$ cat src/rtl/adr_pkg.sv
// Shared types and constants for the allele dictionary recoder.
package adr_pkg;

   localparam int MAX_ALLELES = 64;
   localparam int IDX_W       = $clog2(MAX_ALLELES);
   localparam int CNT_W       = 7;
   localparam int VAL_W       = 16;
   localparam int QUEUE_DEPTH = 4;
   localparam int QPTR_W      = $clog2(QUEUE_DEPTH);

   localparam logic signed [VAL_W-1:0] NULL_ALLELE     = 16'sd29697;
   localparam logic signed [VAL_W-1:0] DEFAULT_MISSING = -16'sd9;
   localparam logic signed [VAL_W-1:0] RESET_UNAMBIG   = -16'sd999;

   localparam logic KIND_ALLELE  = 1'b0;
   localparam logic KIND_SUMMARY = 1'b1;

   localparam logic [1:0] CSR_MISSING_CODE     = 2'd0;
   localparam logic [1:0] CSR_UNAMBIGUOUS_CODE = 2'd1;
   localparam logic [1:0] CSR_RECESSIVE_ON     = 2'd2;

   typedef struct packed {
      logic signed [VAL_W-1:0] allele_value;
      logic                    first_of_locus;
      logic                    last_of_locus;
      logic signed [VAL_W-1:0] recessive_value;
   } req_type;

   typedef struct packed {
      logic                    kind;
      logic signed [VAL_W-1:0] code;
      logic                    new_entry;
      logic [CNT_W-1:0]        allele_count;
      logic signed [VAL_W-1:0] recessive_code;
      logic                    null_added;
      logic                    overflow;
      logic                    last;
   } rsp_type;

   typedef struct packed {
      logic signed [VAL_W-1:0] missing_code;
      logic signed [VAL_W-1:0] unambiguous_code;
      logic                    recessive_on;
   } cfg_type;

   // queue entry: the transaction plus its classification
   typedef struct packed {
      req_type req;
      logic    is_missing;
   } work_type;

endpackage

$ cat src/rtl/adr_front.sv
// Front end: accepts input transactions, classifies them and queues them.
module adr_front
   import adr_pkg::*;
(
   input  logic     clock,
   input  logic     reset,
   input  cfg_type  cfg,
   input  logic     req_valid,
   output logic     req_stall,
   input  req_type  req_data,
   output logic     q_valid,
   output work_type q_data,
   input  logic     q_pop
);

   work_type          mem_ff [QUEUE_DEPTH];
   logic [QPTR_W-1:0] wr_ptr_ff, wr_ptr_in;
   logic [QPTR_W-1:0] rd_ptr_ff, rd_ptr_in;
   logic [QPTR_W:0]   fill_ff, fill_in;
   logic              push;
   logic              pop;
   work_type          entry;

   assign req_stall = (fill_ff == (QPTR_W+1)'(QUEUE_DEPTH));
   assign push      = req_valid && !req_stall;
   assign q_valid   = (fill_ff != '0);
   assign pop       = q_pop && q_valid;
   assign q_data    = mem_ff[rd_ptr_ff];

   always_comb begin
      entry.req        = req_data;
      entry.is_missing = (req_data.allele_value == cfg.missing_code);
      wr_ptr_in        = push ? wr_ptr_ff + 1'b1 : wr_ptr_ff;
      rd_ptr_in        = pop  ? rd_ptr_ff + 1'b1 : rd_ptr_ff;
      fill_in          = fill_ff + (QPTR_W+1)'(push) - (QPTR_W+1)'(pop);
   end

   always_ff @(posedge clock) begin
      if (reset) begin
         wr_ptr_ff <= '0;
         rd_ptr_ff <= '0;
         fill_ff   <= '0;
      end else begin
         wr_ptr_ff <= wr_ptr_in;
         rd_ptr_ff <= rd_ptr_in;
         fill_ff   <= fill_in;
      end
   end

   always_ff @(posedge clock) begin
      if (push) begin
         mem_ff[wr_ptr_ff] <= entry;
      end
   end

endmodule

$ cat src/rtl/adr_back.sv
// Back end: dictionary lookup and insert, recessive tracking, locus summary.
module adr_back
   import adr_pkg::*;
(
   input  logic     clock,
   input  logic     reset,
   input  cfg_type  cfg,
   input  logic     q_valid,
   input  work_type q_data,
   output logic     q_pop,
   output logic     rsp_valid,
   input  logic     rsp_stall,
   output rsp_type  rsp_data
);

   typedef enum logic [1:0] {
      BK_ALLELE  = 2'b01,
      BK_SUMMARY = 2'b10
   } back_state_type;

   back_state_type          state_ff, state_in;
   logic signed [VAL_W-1:0] table_ff [MAX_ALLELES];
   logic [CNT_W-1:0]        count_ff, count_in;
   logic signed [VAL_W-1:0] target_ff, target_in;
   logic [IDX_W-1:0]        rindex_ff, rindex_in;
   logic                    seen_ff, seen_in;
   logic                    ovf_ff, ovf_in;
   logic                    rsp_valid_ff, rsp_valid_in;
   rsp_type                 rsp_ff, rsp_in;

   logic                    out_free;
   logic                    wr_en;
   logic [IDX_W-1:0]        wr_addr;
   logic signed [VAL_W-1:0] wr_val;
   logic signed [VAL_W-1:0] nm, nu;
   logic [CNT_W-1:0]        eff_count;
   logic                    eff_ovf, eff_seen;
   logic [IDX_W-1:0]        eff_index;
   logic signed [VAL_W-1:0] eff_target;
   logic [MAX_ALLELES-1:0]  hit;
   logic [IDX_W-1:0]        hit_pos;
   logic                    table_full;
   logic                    rec_real;
   logic signed [VAL_W-1:0] val;

   assign out_free  = !rsp_valid_ff || !rsp_stall;
   assign q_pop     = (state_ff == BK_ALLELE) && out_free && q_valid;
   assign rsp_valid = rsp_valid_ff;
   assign rsp_data  = rsp_ff;
   assign val       = q_data.req.allele_value;

   // new missing code: a non-negative configured code up to MAX_ALLELES, which could collide with an index, maps to -9
   assign nm = (!cfg.missing_code[VAL_W-1] &&
                cfg.missing_code <= $signed(VAL_W'(MAX_ALLELES))) ?
               DEFAULT_MISSING : cfg.missing_code;
   assign nu = nm - 16'sd1;

   always_comb begin
      eff_count  = q_data.req.first_of_locus ? '0   : count_ff;
      eff_ovf    = q_data.req.first_of_locus ? 1'b0 : ovf_ff;
      eff_seen   = q_data.req.first_of_locus ? 1'b0 : seen_ff;
      eff_index  = q_data.req.first_of_locus ? '0   : rindex_ff;
      eff_target = q_data.req.first_of_locus ? q_data.req.recessive_value : target_ff;
      table_full = (eff_count >= CNT_W'(MAX_ALLELES));
      rec_real   = cfg.recessive_on && (eff_target != cfg.missing_code) &&
                   (eff_target != cfg.unambiguous_code);
      for (int i = 0; i < MAX_ALLELES; i++) begin
         hit[i] = (CNT_W'(i) < eff_count) && (table_ff[i] == val);
      end
      // lowest matching slot wins; the null allele may duplicate a real value
      hit_pos = '0;
      for (int i = MAX_ALLELES - 1; i >= 0; i--) begin
         if (hit[i]) begin
            hit_pos = IDX_W'(i);
         end
      end
   end

   always_comb begin
      state_in     = state_ff;
      count_in     = count_ff;
      target_in    = target_ff;
      rindex_in    = rindex_ff;
      seen_in      = seen_ff;
      ovf_in       = ovf_ff;
      rsp_valid_in = rsp_valid_ff && rsp_stall;
      rsp_in       = rsp_ff;
      wr_en        = 1'b0;
      wr_addr      = count_ff[IDX_W-1:0];
      wr_val       = val;

      case (state_ff)
         BK_ALLELE: begin
            if (q_pop) begin
               count_in  = eff_count;
               target_in = eff_target;
               rindex_in = eff_index;
               seen_in   = eff_seen;
               ovf_in    = eff_ovf;
               rsp_in    = '0;
               rsp_in.kind = KIND_ALLELE;
               if (q_data.is_missing) begin
                  rsp_in.code = nm;
               end else if (|hit) begin
                  rsp_in.code = {{(VAL_W-IDX_W){1'b0}}, hit_pos};
               end else if (table_full) begin
                  ovf_in      = 1'b1;
                  rsp_in.code = nm;
               end else begin
                  wr_en            = 1'b1;
                  wr_addr          = eff_count[IDX_W-1:0];
                  rsp_in.code      = {{(VAL_W-IDX_W){1'b0}}, eff_count[IDX_W-1:0]};
                  rsp_in.new_entry = 1'b1;
                  count_in         = eff_count + 1'b1;
                  if (rec_real && !eff_seen && (val == eff_target)) begin
                     seen_in   = 1'b1;
                     rindex_in = eff_count[IDX_W-1:0];
                  end
               end
               rsp_in.overflow = ovf_in;
               rsp_in.last     = !q_data.req.last_of_locus;
               rsp_valid_in    = 1'b1;
               if (q_data.req.last_of_locus) begin
                  state_in = BK_SUMMARY;
               end
            end
         end
         BK_SUMMARY: begin
            if (out_free) begin
               rsp_in      = '0;
               rsp_in.kind = KIND_SUMMARY;
               if (!cfg.recessive_on) begin
                  rsp_in.recessive_code = '0;
               end else if (target_ff == cfg.missing_code) begin
                  rsp_in.recessive_code = nm;
               end else if (target_ff == cfg.unambiguous_code) begin
                  rsp_in.recessive_code = nu;
               end else if (seen_ff) begin
                  rsp_in.recessive_code = {{(VAL_W-IDX_W){1'b0}}, rindex_ff};
               end else if (count_ff == '0) begin
                  rsp_in.recessive_code = nm;
               end else if (count_ff >= CNT_W'(MAX_ALLELES)) begin
                  ovf_in                = 1'b1;
                  rsp_in.recessive_code = nm;
               end else begin
                  wr_en                 = 1'b1;
                  wr_val                = NULL_ALLELE;
                  rsp_in.recessive_code = {{(VAL_W-IDX_W){1'b0}}, count_ff[IDX_W-1:0]};
                  rsp_in.null_added     = 1'b1;
                  count_in              = count_ff + 1'b1;
               end
               rsp_in.allele_count = count_in;
               rsp_in.overflow     = ovf_in;
               rsp_in.last         = 1'b1;
               rsp_valid_in        = 1'b1;
               state_in            = BK_ALLELE;
            end
         end
         default: begin
            state_in = BK_ALLELE;
         end
      endcase
   end

   always_ff @(posedge clock) begin
      if (reset) begin
         state_ff     <= BK_ALLELE;
         count_ff     <= '0;
         target_ff    <= '0;
         rindex_ff    <= '0;
         seen_ff      <= 1'b0;
         ovf_ff       <= 1'b0;
         rsp_valid_ff <= 1'b0;
      end else begin
         state_ff     <= state_in;
         count_ff     <= count_in;
         target_ff    <= target_in;
         rindex_ff    <= rindex_in;
         seen_ff      <= seen_in;
         ovf_ff       <= ovf_in;
         rsp_valid_ff <= rsp_valid_in;
      end
   end

   always_ff @(posedge clock) begin
      rsp_ff <= rsp_in;
      if (wr_en) begin
         table_ff[wr_addr] <= wr_val;
      end
   end

endmodule

$ cat src/rtl/allele_dictionary_recoder.sv
// Allele dictionary recoder: an accepted transaction is queued in the front end, then
// registered in the back end's output register. Throughput: one transaction per cycle while
// no stall holds it; a locus end adds its summary in a separate back-end summary state.
// Reset: synchronous; clears queue, counters, flags and output valid, loads the register
// reset values. The value table is not cleared: entries at or above the count are never read.
module allele_dictionary_recoder
   import adr_pkg::*;
(
   input  logic                    clock,
   input  logic                    reset,
   // input transactions
   input  logic                    req_valid,
   output logic                    req_stall,
   input  req_type                 req_data,
   // result transactions
   output logic                    rsp_valid,
   input  logic                    rsp_stall,
   output rsp_type                 rsp_data,
   // register writes
   input  logic                    csr_valid,
   output logic                    csr_ready,
   input  logic [1:0]              csr_index,
   input  logic [VAL_W-1:0]        csr_data
);

   cfg_type  cfg_ff, cfg_in;
   logic     q_valid;
   logic     q_pop;
   work_type q_data;

   // Register writes are always taken; an index past the list is dropped.
   assign csr_ready = 1'b1;

   always_comb begin
      cfg_in = cfg_ff;
      if (csr_valid && csr_ready) begin
         case (csr_index)
            CSR_MISSING_CODE:     cfg_in.missing_code     = csr_data;
            CSR_UNAMBIGUOUS_CODE: cfg_in.unambiguous_code = csr_data;
            CSR_RECESSIVE_ON:     cfg_in.recessive_on     = csr_data[0];
            default:              cfg_in = cfg_ff;
         endcase
      end
   end

   always_ff @(posedge clock) begin
      if (reset) begin
         cfg_ff.missing_code     <= DEFAULT_MISSING;
         cfg_ff.unambiguous_code <= RESET_UNAMBIG;
         cfg_ff.recessive_on     <= 1'b0;
      end else begin
         cfg_ff <= cfg_in;
      end
   end

   // Front: take transactions, tag missing values, buffer them.
   adr_front u_front (
      .clock     (clock),
      .reset     (reset),
      .cfg       (cfg_ff),
      .req_valid (req_valid),
      .req_stall (req_stall),
      .req_data  (req_data),
      .q_valid   (q_valid),
      .q_data    (q_data),
      .q_pop     (q_pop)
   );

   // Back: lookup/insert against the table, then the locus summary when flagged.
   adr_back u_back (
      .clock     (clock),
      .reset     (reset),
      .cfg       (cfg_ff),
      .q_valid   (q_valid),
      .q_data    (q_data),
      .q_pop     (q_pop),
      .rsp_valid (rsp_valid),
      .rsp_stall (rsp_stall),
      .rsp_data  (rsp_data)
   );

   // Output register comes up empty after reset.
   a_rsp_idle_after_reset: assert property (@(posedge clock)
      reset |=> !rsp_valid)
      else $error("result valid right after reset");

   // A summary always closes the results of its locus.
   a_summary_last: assert property (@(posedge clock) disable iff (reset)
      (rsp_valid && rsp_data.kind == KIND_SUMMARY) |-> rsp_data.last)
      else $error("summary not flagged last");

   // Allele count never passes table capacity.
   a_count_bound: assert property (@(posedge clock) disable iff (reset)
      (rsp_valid && rsp_data.kind == KIND_SUMMARY) |->
      (rsp_data.allele_count <= CNT_W'(MAX_ALLELES)))
      else $error("allele count beyond capacity");

   // A new table entry only comes with an allele result carrying a table index.
   a_new_entry_code: assert property (@(posedge clock) disable iff (reset)
      (rsp_valid && rsp_data.new_entry) |->
      (rsp_data.kind == KIND_ALLELE && !rsp_data.code[VAL_W-1]))
      else $error("new entry with non-index code");

endmodule
$ cat config.mk
export PLATFORM = sky130hd
export DESIGN_NAME = allele_dictionary_recoder
export DESIGN_NICKNAME = d
export VERILOG_FILES = /design/src/rtl/adr_pkg.sv /design/src/rtl/adr_front.sv /design/src/rtl/adr_back.sv /design/src/rtl/allele_dictionary_recoder.sv
export SDC_FILE = /design/constraint.sdc
export NUM_CORES = 2
export LEC_CHECK = 0
export CAP_MARGIN = 20
export CORE_MARGIN = 1
export CORE_UTILIZATION = 51
export CTS_CLUSTER_DIAMETER = 200
export CTS_CLUSTER_SIZE = 8
export DETAILED_ROUTE_END_ITERATION = 8
export DONT_BUFFER_PORTS = 1
export HOLD_SLACK_MARGIN = 0.08
export PLACE_DENSITY = 0.76
export SYNTH_ARGS = -nofsm -noshare
export SYNTH_HDL_FRONTEND = slang
export SYNTH_SLANG_ARGS = --single-unit
$ cat constraint.sdc
create_clock -name clock -period 11.3 [get_ports clock]
set_clock_uncertainty 0.15 [all_clocks]
set_input_delay 1.695 -clock clock [delete_from_list [all_inputs] [get_ports clock]]
set_output_delay 1.695 -clock clock [all_outputs]
set_load 0.005 [all_outputs]
==> results by group <==
Status
  • Status: finished clean

Floorplan
  • # IOs: 104
  • DIE AREA: 119000 sq um
  • Row count: 125
  • Die W: 345.0 um
  • Initial Util: 51.55%
  • Total core area: 116400 sq um
  • Die Y: 345.0 um

Power and ir drop
  • NetSw: 6.570 mW
  • P_int: 10.71 mW
  • Maximum vdd drop: 0.0002184 V
  • Pleak: 20.44 nW
  • Logic pwr share: 36.3%
  • Sequential power share: 35.8%
  • Power Density: 257.0 nW/um^2
  • Clock network power share: 27.9%
  • Sw Share: 38.02%

Critical path
  • CP peak stage delay: 1.03 ns
  • Startpoint types: register
  • Crit-path max FO: 34
  • Crit. End Element: register
  • Critical Path AT: 8.38 ns
  • Worst path most repeated cell: buf_4
  • Critical Path, Cell by Cell: buf_4 -> mux4_4 -> nand2b_1 -> nor2_1 -> a211oi_1 -> nand2_1 -> nand4_1 -> nor4_1 -> buf_4 -> nand4_2 -> o31ai_4 -> buf_4 -> nand4_1 -> nor2_1 -> buf_6
  • Setup CP Type: register to register
  • Top delay family on crit path: simple AND/OR/NAND/NOR gates
  • CP max stage cell: mux4_4
  • Worst path required time: 11.63 ns
  • Critical path buffers and inverters: 4

GRT
  • Largest net degree at the start of global routing: 76
  • GRT Overall Usage: 31.23%
  • Global route overflow: 0
  • Initial antenna violation count: 1
  • Number of global-route vias before repair: 39492
  • First-pass GRT wire length: 267.9 mm

Logic synthesis
  • Post-synthesis cell count: 4463
  • Sequential element share of the synthesized area: 63.01%
  • Synth async-reset ratio: 0%
  • Syn_nets: 4533
  • Mapped cell area: 59990 sq um
  • Leading post-synthesis cells by cell area: edfxtp_1 60%, xnor2_1 15%, nand4_1 3.9%
  • Avg Inst Size Synth: 13.44 sq um
  • Area share of the largest cell type after synthesis: 60.47%
  • Synth area leader: edfxtp_1
  • Synthesis-stage register bit count: 1284
  • Predominant post-synthesis flop cell: edfxtp_1
  • Post-synth top cells: 1208 x edfxtp_1, 1045 x xnor2_1, 378 x nand4_1
  • Synth warnings: 0
  • Most common cell in the synthesized netlist: edfxtp_1
  • EDFF count, synth: 1208
  • Count of cell types in the netlist: 80

Timing
  • Setup TNS: 0 ns
  • Relative slew margins: 16.21%
  • Fmax: 124.2 MHz
  • Final number of setup-violating endpoints: 0
  • Max Transition Viols Final: 0
  • Worst-Margin Slew: 1.257 ns
  • Tmin final: 8.052 ns
  • Fin crit share: 71.26%
  • Final hold viol count: 0
  • Unrepaired setup endpoints after global routing: no

Clocking
  • CTS Buf Count: 178
  • Number of hold buffers added after CTS: 0
  • H-tree lvl count: 4
  • Deepest clock path buffer count: 3
  • Worst skew pair latency: 0.78 ns
  • Clock transition at path regs: 0.06 ns
  • Setup Fix Bufs, Post-CTS: 0
  • Number of gates resized after CTS: 0
  • Clk root buf: clkbuf_16
  • CTS tree: yes
  • Clk sink count: 1284

Drt
  • Via density: 6.646
  • # DRC: 0
  • Drt pass-1 iters: 6
  • DR WL/cell: 30.53 um
  • DR iter-0 viols: 6273
  • Antenna Nets Post-Route: 0
  • Vias: 40993
  • Drt total wl: 188.3 mm

Place
  • Number of port buffers: 0
  • Area post-placement: 62100 sq um
  • Routability congestion estimate: 0.9848
  • HPWL Detailed: 109.5 mm

Hold path
  • HP Class: register to register

Job
  • Max cap viols: 0

Layout
  • Fin area: 67250 sq um
  • Share of layout cells above drive strength 1: 9.718%
  • Layout area overhead: 12.11%
  • Nets@finish: 4653
per-layer routing:
metal	track usage [%]	up-vias	wire length (um)
met4	16.83	0	11010
met1	40.83	20124	67090
met5	0	-	0
met2	48.12	3330	84760
li1	-	16822	-
met3	7.652	717	25460
logic make-up (layout without fill, tap and decap cells):
group	count (synthesis)	in the layout	synth area share [%]
compound gates	313	313	3.648
xor+xnor	1128	1128	16.47
fa+ha+maj	13	13	0.2837
buf+inv	245	423	1.977
flops	1284	1284	63.01
mux	70	70	1.975
other cells	1	4	0.006252
simple gates	1409	1409	12.63
stage by stage:
step | std cells | util [%] | setup slack, ns | power (mW) | hold WS (ns)
floorplan | 4463 | - | 6.429 | 10.05 | 0.2922
global placement | 5882 | 53.15 | 3.507 | 12.17 | 0.3082
detailed placement | 5904 | 53.37 | 3.377 | 12.25 | 0.3123
CTS | 6142 | 57.57 | 3.307 | 17.04 | 0.3246
global route | 6165 | 57.78 | 3.055 | 17.64 | 0.3365
finish | 6168 | 57.79 | 3.248 | 17.28 | 0.3293
cell usage in the layout, fill, tap and decap left out, types with 9 or more instances in the layout:
cell / n
edfxtp_1: 1208
xnor2_1: 1045
nand4_1: 378
nand2_1: 281
nor2_1: 233
clkbuf_16: 182
buf_4: 123
nand3_1: 113
nor3_1: 113
xor2_1: 83
a21oi_1: 75
dfxtp_1: 74
nor4_1: 44
clkbuf_1: 44
o21ai_0: 42
nor2b_1: 34
o2111ai_1: 29
buf_6: 27
mux2i_1: 26
and4_1: 25
o211ai_1: 24
inv_1: 23
a211o_1: 23
or4_1: 22
or3_1: 20
nand3b_1: 20
mux4_2: 18
mux4_4: 17
nand4b_1: 16
a31oi_1: 16
nand2b_1: 14
a211oi_1: 14
and2_1: 12
nor4b_1: 12
ha_1: 12
and2_4: 11
and3_1: 10
a22oi_1: 9
power by group through the flow:
stage          clock network (mW)  logic [mW]  registers, mW
3_5_place_dp                    0        5.98           6.26
5_1_grt                      5.00        6.44           6.20
4_1_cts                      4.82        6.03           6.19
3_3_place_gp                    0        5.91           6.26
6_report                     4.82        6.28           6.19
2_1_floorplan                   0        3.86           6.19
sequential cells by signal (all words and copies together) (netlist names), 2 cells and up, named ones only:
register / cells
cfg_ff: 33
u_back.count_ff: 7
u_back.rindex_ff: 6
u_back.rsp_data: 44
u_back.state_ff: 2
u_back.table_ff: 1024
u_back.target_ff: 16
u_front.fill_ff: 3
u_front.mem_ff: 140
u_front.rd_ptr_ff: 2
u_front.wr_ptr_ff: 2
worst paths after layout:
path,to,slack (ns),from,cells after the start
setup / recovery,u_back.table_ff[15][1],3.25,register,15
hold / removal,u_back.rindex_ff[3],0.33,u_back.rindex_ff[3],1
setup reg to reg,u_back.table_ff[15][1],3.25,register,15
hold reg to reg,u_back.rindex_ff[3],0.33,u_back.rindex_ff[3],1
layout make-up:
cell class	instances	area (sq um)
Sequential cell	1284	37800
Fill cell	8773	49110
Clock inverter	12	160.2
Tap cell	1524	1907
Inverter	25	93.84
Clock buffer	226	4720
Antenna cell	3	7.507
Timing Repair Buffer	160	1430
Multi-Input combinational cell	2934	21130
Power figures use the tool's default switching activity.
